File: config.mk
export PLATFORM = sky130hd
export DESIGN_NAME = bitmap_set_clear_find_first
export DESIGN_NICKNAME = d
export VERILOG_FILES = /design/src/rtl/bmsc_pkg.sv /design/src/rtl/bmsc_word_scan.sv /design/src/rtl/bitmap_set_clear_find_first.sv
export SDC_FILE = /design/constraint.sdc
export NUM_CORES = 2
export LEC_CHECK = 0
export ABC_AREA = 0
export BUFFER_PORTS_ARGS = -buffer_cell sky130_fd_sc_hd__buf_2
export CORE_MARGIN = 4
export CORE_UTILIZATION = 45
export CTS_BUF_LIST = sky130_fd_sc_hd__clkbuf_4 sky130_fd_sc_hd__clkbuf_8
export DETAILED_ROUTE_END_ITERATION = 6
export GPL_ROUTABILITY_DRIVEN = 0
export PLACE_DENSITY_LB_ADDON = 0.2
export SYNTH_ARGS = -nofsm -noshare
export SYNTH_HDL_FRONTEND = slang
export SYNTH_SLANG_ARGS = --single-unit
export TNS_END_PERCENT = 10
File: constraint.sdc
create_clock -name i_clk -period 9.82 [get_ports i_clk]
set_input_delay 0.491 -clock i_clk [delete_from_list [all_inputs] [get_ports i_clk]]
set_output_delay 0.491 -clock i_clk [all_outputs]
set_load 0.02 [all_outputs]
File: src/rtl/bmsc_pkg.sv
// ----------------------------------------------------------------------------
// bmsc_pkg
// Shared types and constants of the bit map with set, clear and find-first.
// ----------------------------------------------------------------------------
package bmsc_pkg;

    // Field widths of the stream and configuration ports
    localparam int KIND_W      = 3;
    localparam int IDX_W       = 10;
    localparam int SIZE_W      = 11;
    localparam int IN_TDATA_W  = 16;
    localparam int OUT_TDATA_W = 32;

    // Bit position arithmetic (size plus one word still fits)
    localparam int BASE_W = 12;

    // Map size after reset
    localparam logic [SIZE_W-1:0] SIZE_RESET = 11'd1024;

    // Request kinds carried on s_axis_tuser
    typedef enum logic [KIND_W-1:0] {
        KIND_SET        = 3'd0,
        KIND_CLEAR      = 3'd1,
        KIND_TEST       = 3'd2,
        KIND_CLEAR_ALL  = 3'd3,
        KIND_FIND_SET   = 3'd4,
        KIND_FIND_CLEAR = 3'd5
    } t_kind;

    // Sequencer states
    typedef enum logic [2:0] {
        ST_IDLE,
        ST_SPLIT,
        ST_ADDR,
        ST_LOOK,
        ST_FIN
    } t_state;

endpackage

File: src/rtl/bmsc_word_scan.sv
// ----------------------------------------------------------------------------
// bmsc_word_scan
// Finds the lowest matching bit of one map word between a start offset and
// the number of bits still in range. Shared by every step of a search.
// ----------------------------------------------------------------------------
module bmsc_word_scan #(
    parameter int WORD_BITS = 64
) (
    input  logic [WORD_BITS-1:0]         i_word,
    input  logic                         i_invert,   // look for clear bits
    input  logic [$clog2(WORD_BITS)-1:0] i_start,
    input  logic [bmsc_pkg::BASE_W-1:0]  i_limit,    // bits of this word in range
    output logic                         o_hit,
    output logic [$clog2(WORD_BITS)-1:0] o_pos
);
    import bmsc_pkg::*;

    localparam int OW = $clog2(WORD_BITS);

    logic [WORD_BITS-1:0] cand;
    logic [WORD_BITS-1:0] iso;

    // Candidate bits: matching value, at or after start, below the size
    always_comb begin
        for (int j = 0; j < WORD_BITS; j++) begin
            cand[j] = (i_word[j] ^ i_invert) && (OW'(j) >= i_start) &&
                      (BASE_W'(j) < i_limit);
        end
    end

    // Isolate the lowest candidate and encode its position
    assign iso   = cand & (~cand + {{(WORD_BITS-1){1'b0}}, 1'b1});
    assign o_hit = |cand;

    always_comb begin
        o_pos = '0;
        for (int j = 0; j < WORD_BITS; j++) begin
            if (iso[j]) begin
                o_pos = o_pos | OW'(j);
            end
        end
    end

endmodule

File: src/rtl/bitmap_set_clear_find_first.sv
// ----------------------------------------------------------------------------
// bitmap_set_clear_find_first: bit map with set/clear/test/clear-all/find-first
// Set, clear and test pass ST_SPLIT, ST_ADDR, ST_LOOK, ST_FIN from request
// transfer to result valid; searches stay in ST_LOOK for each word scanned
// (one map word per cycle through the shared word scan unit, up to 16 words);
// clear-all, bad index and unused kinds go straight to ST_FIN, which waits while
// the result stalls. One request at a time; the next is taken back in ST_IDLE.
// Reset: count and word valid bits cleared (map reads as empty), size 1024.
// ----------------------------------------------------------------------------
module bitmap_set_clear_find_first #(
    parameter int MAP_BITS  = 1024,
    parameter int WORD_BITS = 64
) (
    input  logic                             i_clk,
    input  logic                             i_rst_n,
    // Request stream
    input  logic                             s_axis_tvalid,
    output logic                             s_axis_tready,
    input  logic [bmsc_pkg::IN_TDATA_W-1:0]  s_axis_tdata,   // [9:0] bit_index
    input  logic [bmsc_pkg::KIND_W-1:0]      s_axis_tuser,   // [2:0] kind
    // Result stream
    output logic                             m_axis_tvalid,
    input  logic                             m_axis_tready,
    // [0] bit_was_set, [1] found, [11:2] found_index, [22:12] set_count,
    // [23] any_set, [24] any_clear, [25] index_error
    output logic [bmsc_pkg::OUT_TDATA_W-1:0] m_axis_tdata,
    // Size register write
    input  logic                             i_cfg_valid,
    output logic                             o_cfg_ready,
    input  logic [bmsc_pkg::SIZE_W-1:0]      i_cfg_data
);
    import bmsc_pkg::*;

    localparam int SZ_CAP     = (MAP_BITS > 2047) ? 2047 : MAP_BITS;
    localparam int MEM_BITS   = (MAP_BITS > 1024) ? 1024 : MAP_BITS;
    localparam int MEM_WORDS  = (MEM_BITS + WORD_BITS - 1) / WORD_BITS;
    localparam int SCAN_WORDS = (SZ_CAP + WORD_BITS - 1) / WORD_BITS;
    localparam int WW         = (SCAN_WORDS > 1) ? $clog2(SCAN_WORDS) : 1;
    localparam int MA         = (MEM_WORDS > 1) ? $clog2(MEM_WORDS) : 1;
    localparam int OW         = $clog2(WORD_BITS);
    localparam int RECIP_SH   = 16;
    localparam int RECIP      = (1 << RECIP_SH) / WORD_BITS;
    localparam int PW         = IDX_W + RECIP_SH + 1;

    // Sequencer and request registers
    t_state                r_state, n_state;
    logic [KIND_W-1:0]     r_kind, n_kind;
    logic [IDX_W-1:0]      r_idx, n_idx;
    logic [WW-1:0]         r_word, n_word;
    logic [BASE_W-1:0]     r_base, n_base;
    logic [OW-1:0]         r_off, n_off;
    logic                  r_first, n_first;
    logic                  r_was, n_was;
    logic                  r_found, n_found;
    logic [IDX_W-1:0]      r_fidx, n_fidx;
    logic                  r_err, n_err;
    // Map state
    logic [SIZE_W-1:0]     r_size, n_size;
    logic [SIZE_W-1:0]     r_count, n_count;
    logic [MEM_WORDS-1:0]  r_vld, n_vld;
    logic [WORD_BITS-1:0]  mem [MEM_WORDS];
    logic [WORD_BITS-1:0]  r_rd_data;
    logic                  r_rd_vld;
    // Output register
    logic                  r_out_valid;
    logic [OUT_TDATA_W-1:0] r_out_data;

    logic [SIZE_W-1:0]     eff_size;
    logic [IDX_W-1:0]      in_idx;
    logic                  in_range;
    logic [PW-1:0]         prod;
    logic [BASE_W-1:0]     base0;
    logic [BASE_W-1:0]     rem;
    logic                  rem_fix;
    logic [BASE_W-1:0]     limit;
    logic [BASE_W-1:0]     next_base;
    logic                  more;
    logic [WORD_BITS-1:0]  word_now;
    logic                  bit_now;
    logic [WORD_BITS-1:0]  onehot;
    logic                  scan_hit;
    logic [OW-1:0]         scan_pos;
    logic [WW-1:0]         rd_addr;
    logic                  mem_we;
    logic [WORD_BITS-1:0]  mem_wdata;
    logic                  load_out;
    logic                  any_set;
    logic                  any_clear;

    // Effective size and input range check
    assign eff_size = (r_size > SIZE_W'(SZ_CAP)) ? SIZE_W'(SZ_CAP) : r_size;
    assign in_idx   = s_axis_tdata[IDX_W-1:0];
    assign in_range = {1'b0, in_idx} < eff_size;

    // Word index estimate by reciprocal, corrected in the next step
    assign prod    = PW'(r_idx) * PW'(RECIP);
    assign base0   = BASE_W'(r_word) * BASE_W'(WORD_BITS);
    assign rem     = BASE_W'(r_idx) - base0;
    assign rem_fix = rem >= BASE_W'(WORD_BITS);

    // Current word and search bounds
    assign word_now  = r_rd_vld ? r_rd_data : '0;
    assign bit_now   = word_now[r_off];
    assign onehot    = {{(WORD_BITS-1){1'b0}}, 1'b1} << r_off;
    assign limit     = BASE_W'(eff_size) - r_base;
    assign next_base = r_base + BASE_W'(WORD_BITS);
    assign more      = next_base < BASE_W'(eff_size);

    bmsc_word_scan #(
        .WORD_BITS (WORD_BITS)
    ) u_scan (
        .i_word   (word_now),
        .i_invert (r_kind == KIND_FIND_CLEAR),
        .i_start  (r_off),
        .i_limit  (limit),
        .o_hit    (scan_hit),
        .o_pos    (scan_pos)
    );

    // Handshakes
    assign s_axis_tready = (r_state == ST_IDLE) && !i_cfg_valid;
    assign o_cfg_ready   = (r_state == ST_IDLE);

    // Next state and datapath control
    always_comb begin
        n_state   = r_state;
        n_kind    = r_kind;
        n_idx     = r_idx;
        n_word    = r_word;
        n_base    = r_base;
        n_off     = r_off;
        n_first   = r_first;
        n_was     = r_was;
        n_found   = r_found;
        n_fidx    = r_fidx;
        n_err     = r_err;
        n_size    = r_size;
        n_count   = r_count;
        n_vld     = r_vld;
        rd_addr   = r_word;
        mem_we    = 1'b0;
        mem_wdata = word_now;
        load_out  = 1'b0;

        unique case (r_state)
            ST_IDLE: begin
                if (s_axis_tvalid && s_axis_tready) begin
                    n_kind  = s_axis_tuser;
                    n_idx   = in_idx;
                    n_was   = 1'b0;
                    n_found = 1'b0;
                    n_fidx  = '0;
                    n_err   = 1'b0;
                    n_first = 1'b1;
                    if (s_axis_tuser == KIND_CLEAR_ALL) begin
                        n_vld   = '0;
                        n_count = '0;
                        n_state = ST_FIN;
                    end else if (s_axis_tuser > KIND_FIND_CLEAR) begin
                        n_state = ST_FIN;
                    end else if (!in_range) begin
                        n_err   = 1'b1;
                        n_state = ST_FIN;
                    end else begin
                        n_state = ST_SPLIT;
                    end
                end else if (i_cfg_valid && o_cfg_ready) begin
                    n_size  = i_cfg_data;
                    n_vld   = '0;
                    n_count = '0;
                end
            end

            ST_SPLIT: begin
                n_word  = WW'(prod >> RECIP_SH);
                n_state = ST_ADDR;
            end

            ST_ADDR: begin
                if (rem_fix) begin
                    n_word = r_word + WW'(1);
                    n_base = base0 + BASE_W'(WORD_BITS);
                    n_off  = OW'(rem - BASE_W'(WORD_BITS));
                end else begin
                    n_base = base0;
                    n_off  = OW'(rem);
                end
                rd_addr = n_word;
                n_state = ST_LOOK;
            end

            ST_LOOK: begin
                n_first = 1'b0;
                if (r_first) begin
                    n_was = bit_now;
                end
                n_state = ST_FIN;
                unique case (r_kind)
                    KIND_SET: begin
                        if (!bit_now) begin
                            mem_we              = 1'b1;
                            mem_wdata           = word_now | onehot;
                            n_vld[r_word[MA-1:0]] = 1'b1;
                            n_count             = r_count + SIZE_W'(1);
                        end
                    end
                    KIND_CLEAR: begin
                        if (bit_now) begin
                            mem_we              = 1'b1;
                            mem_wdata           = word_now & ~onehot;
                            n_vld[r_word[MA-1:0]] = 1'b1;
                            n_count             = r_count - SIZE_W'(1);
                        end
                    end
                    KIND_FIND_SET, KIND_FIND_CLEAR: begin
                        if (scan_hit) begin
                            n_found = 1'b1;
                            n_fidx  = IDX_W'(r_base + BASE_W'(scan_pos));
                        end else if (more) begin
                            // Step to the next word
                            n_word  = r_word + WW'(1);
                            n_base  = next_base;
                            n_off   = '0;
                            rd_addr = r_word + WW'(1);
                            n_state = ST_LOOK;
                        end
                    end
                    default: begin
                    end
                endcase
            end

            ST_FIN: begin
                if (!r_out_valid || m_axis_tready) begin
                    load_out = 1'b1;
                    n_state  = ST_IDLE;
                end
            end

            default: begin
                n_state = ST_IDLE;
            end
        endcase
    end

    // Control registers
    always_ff @(posedge i_clk) begin
        if (!i_rst_n) begin
            r_state <= ST_IDLE;
            r_size  <= SIZE_RESET;
            r_count <= '0;
            r_vld   <= '0;
        end else begin
            r_state <= n_state;
            r_size  <= n_size;
            r_count <= n_count;
            r_vld   <= n_vld;
        end
    end

    // Request payload registers
    always_ff @(posedge i_clk) begin
        r_kind  <= n_kind;
        r_idx   <= n_idx;
        r_word  <= n_word;
        r_base  <= n_base;
        r_off   <= n_off;
        r_first <= n_first;
        r_was   <= n_was;
        r_found <= n_found;
        r_fidx  <= n_fidx;
        r_err   <= n_err;
    end

    // Map memory: one write and one registered read per cycle
    always_ff @(posedge i_clk) begin
        if (mem_we) begin
            mem[r_word[MA-1:0]] <= mem_wdata;
        end
        r_rd_data <= mem[rd_addr[MA-1:0]];
        r_rd_vld  <= ({1'b0, rd_addr} < (WW+1)'(MEM_WORDS)) && r_vld[rd_addr[MA-1:0]];
    end

    // Status derived from the count
    assign any_set   = r_count != '0;
    assign any_clear = r_count < eff_size;

    // Output register
    always_ff @(posedge i_clk) begin
        if (!i_rst_n) begin
            r_out_valid <= 1'b0;
        end else if (load_out) begin
            r_out_valid <= 1'b1;
        end else if (m_axis_tready) begin
            r_out_valid <= 1'b0;
        end
    end

    always_ff @(posedge i_clk) begin
        if (load_out) begin
            r_out_data <= {6'b0, r_err, any_clear, any_set, r_count, r_fidx,
                           r_found, r_was};
        end
    end

    assign m_axis_tvalid = r_out_valid;
    assign m_axis_tdata  = r_out_data;

endmodule

==> reports/qor.txt <==
Final Skew - 0.0670 ns
crit end category - flop
Synth-to-Final Area Change - 11.0%
RSZ-0062 raised after global routing - no
sequential cell fraction of total power - 40.7%
final core utilization - 50.3%
largest family of logic cells by synthesized area - compound AO/OA/AOI/OAI gates
root buf cell - clkbuf_8
Top FF cell, synth - edfxtp_1
IO Pins - 70
Slew @ Worst Pin - 1.43 ns
Setup crit start - r_size[10]
maximum root-to-sink buffer count - 3
Setup crit start kind - flop
first-pass GRT wire length - 270000 um
share of cells above drive strength 1 - 12.5%
Synth area leaders - edfxtp_1 (57%), o221ai_1 (7.7%), o22ai_1 (6.1%)
sw frac - 35.5%
crit share post-route - 75.9%
Reg clk slew, reported paths - 0.06 ns
drt total wl - 183000 um
EDFF count, synth - 1093
crit-path max FO - 204
Num CTS Buffers - 198
Post-DP HPWL - 102000 um
DRT Pass-1 Iters - 7
cell-internal power - 0.0104 W
Reg2Reg Depth - 20
P per Cell Area - 252 mW/mm2
Critical R2R Capture - r_rd_data[54]
FF-to-FF Start - r_size[10]
post-synthesis compound-gate area fraction - 23.6%
per-cell routed wire length - 27.3 um
DR WL met2 - 82700 um
Async SR Flop Fraction - 0%
Ys Warns - 0
max-cap viol count - 0
status - finished clean
final hold violation count - 0
DR vias - 45900
Net Switching - 0.00574 W
Tot Pwr - 0.0162 W
Clk pwr share - 28.7%
Total GRT Usage - 26.1%
pre-CTS WS - 2.81 ns
maximum vdd ir drop - 158 uV
die footprint - 0.134 mm2
Synth Register Bits - 1200
r2r setup slk - 2.37 ns
Mapped Cells - 4915
setup TNS - 0 ns
Die Y - 366 um
largest net degree at the start of global routing - 274
Post-CTS Setup Inserts - 0
area fraction of the dominant cell type after synthesis - 56.8%
CORE AREA - 0.128 mm2
Critical Path RT - 10.60 ns
final instance area - 0.0642 mm2
CTS tree - yes
CTS HTree Levels - 4
initial antenna violation count - 3
synthesized area per cell - 11.8 um2
CTS sink count - 1200
Comb power frac - 30.5%
antenna-violating nets left - 0
synthesized area - 0.0578 mm2
max_slew headroom - 4.34%
vias per cell - 6.85
met1 wire length - 76200 um
initial cell density of the core - 45.3%
Cell Rows - 131
Final Worst Setup Slack - 2.37 ns
HP Class - in -> reg
CTS resizes - 0
max layer used - met5
min cycle time layout - 7.45 ns
WL met3 - 17000 um
count of hold-fix buffers inserted at cts - 39
Post-DP Area - 0.0596 mm2
Nets - 4952
Pins Over Slew Limit - 0
Skew-Pair Late Insertion Delay - 0.96 ns
leading area contributor after synthesis - edfxtp_1
simple logic cell fraction of the synthesized area - 8.40%
Seq/Total Area, Yosys - 60.5%
synth unique cells - 100
port buffer count - 57
Critical Path End - r_rd_data[54]
endpoints failing setup - 0
post-synthesis mux area share - 1.36%
vias in the first global route - 42700
DIE WIDTH - 366 um
CP Class - reg -> reg
post-route DRC violation count - 0
CP arrival - 8.23 ns
Leak - 20.1 nW
grt ovf - 0
Peak Freq - 134 MHz
Adder-Cell Fraction of Synth Area - 1.09%
drt initial violations - 5697
post-synthesis xor/xnor area fraction - 1.21%
## cells by family (layout without fill, tap and decap cells)
logic type      after synthesis  count (layout)
compound gates             2031            2031
xor+xnor                     80              80
fa+ha+maj                    49              49
buf+inv                     529             647
flops                      1200            1200
mux                          49              49
other cells                   1               9
simple gates                976             976
## how the worst min path moves through the flow
stage                           start         endpoint  depth (start not counted)
after global placement      r_fidx[7]  m_axis_tdata[9]                          0
after floorplan                 r_was  m_axis_tdata[0]                          0
after global routing      i_cfg_valid       r_count[1]                          4
after CTS                 i_cfg_valid       r_count[1]                          4
after detailed placement    r_fidx[0]  m_axis_tdata[2]                          0
final                     i_cfg_valid       r_count[1]                          4
## power by group through the flow
stage / Sequential (W) / Combinational, W / Clock (W)
global placement: 0.00668 / 0.00471 / 0
CTS: 0.00657 / 0.00484 / 0.00474
floorplan: 0.00648 / 0.00340 / 0
finish: 0.00659 / 0.00494 / 0.00465
detailed placement: 0.00667 / 0.00481 / 0
global route: 0.00658 / 0.00536 / 0.00498
## through the flow
stage | hold WS (ns) | instances
2_1_floorplan | 0.400 | 4920
3_3_place_gp | 0.403 | 6291
3_5_place_dp | 0.405 | 6291
4_1_cts | 0.0266 | 6700
5_1_grt | 0.132 | 6703
6_report | 0.121 | 6703
## cell type report
type	instances	area [um2]
fill	11100	63500
sequential	1200	35000
multi-input combinational	3191	20800
clock buffer	303	3600
tap	1662	2080
timing repair buffer	234	1910
clock inverter	67	642
inverter	43	161
antenna	3	7.51
## synth_stat cells, drive strengths merged (11+ instances only)
master	number
nor3	37
clkbuf	299
nor4	14
a21o	20
nand2b	15
mux4	23
a211oi	12
o21ai	591
and2	26
o22ai	567
mux2i	21
o21a	20
nor2b	22
edfxtp	1093
buf	187
or2	13
nand4	80
a21boi	38
a31oi	32
inv	41
or3	11
a21oi	78
dfxtp	107
nor2	168
o221ai	511
a22oi	27
nand2	226
ha	47
xnor2	77
nand3	298
and3	24
o211ai	13
a32oi	24
## registers in the layout (all words and copies together) (netlist names)
register,flops
r_first,1
r_was,1
r_off,6
r_word,4
r_kind,3
r_base,6
r_fidx,10
r_state,3
r_vld,16
r_rd_vld,1
mem,1024
m_axis_tdata,26
r_rd_data,64
r_count,11
r_err,1
r_size,11
r_idx,10
r_found,1
m_axis_tvalid,1
## cells in the final DEF, fill, tap and decap left out, types with 78 or more instances in the layout
master and count:
a21oi_1 78, buf_4 122, clkbuf_4 91, clkbuf_8 212, dfxtp_1 106, edfxtp_1 1093
nand2_1 225, nand3_1 297, nand4_1 79, nor2_1 159, o21ai_0 585, o221ai_1 511
o22ai_1 566
## routing by layer
layer,track usage [%],up-vias
li1,-,20200
met1,36.1,23000
met2,40.3,2278
met3,5.51,419
met4,10.5,2
met5,0,-
## worst max-delay path: stages (launching register included)
cell and delay [ns]:
dfxtp_1 0.30, buf_4 0.32, inv_1 0.10, buf_4 0.22, nand2_1 0.21, inv_1 0.09, ha_1 0.30, nor3b_1 0.07
o32ai_2 0.33, nand4_1 0.64, a221oi_1 0.62, nor4b_2 0.42, nand3_1 0.51, nor4b_4 0.69, o21ai_4 0.16, buf_12 0.25
buf_4 0.72, o22ai_1 0.29, o21ai_0 0.13, nand3_1 0.15, nand4_1 0.16
(Power assumes the default switching activity.)
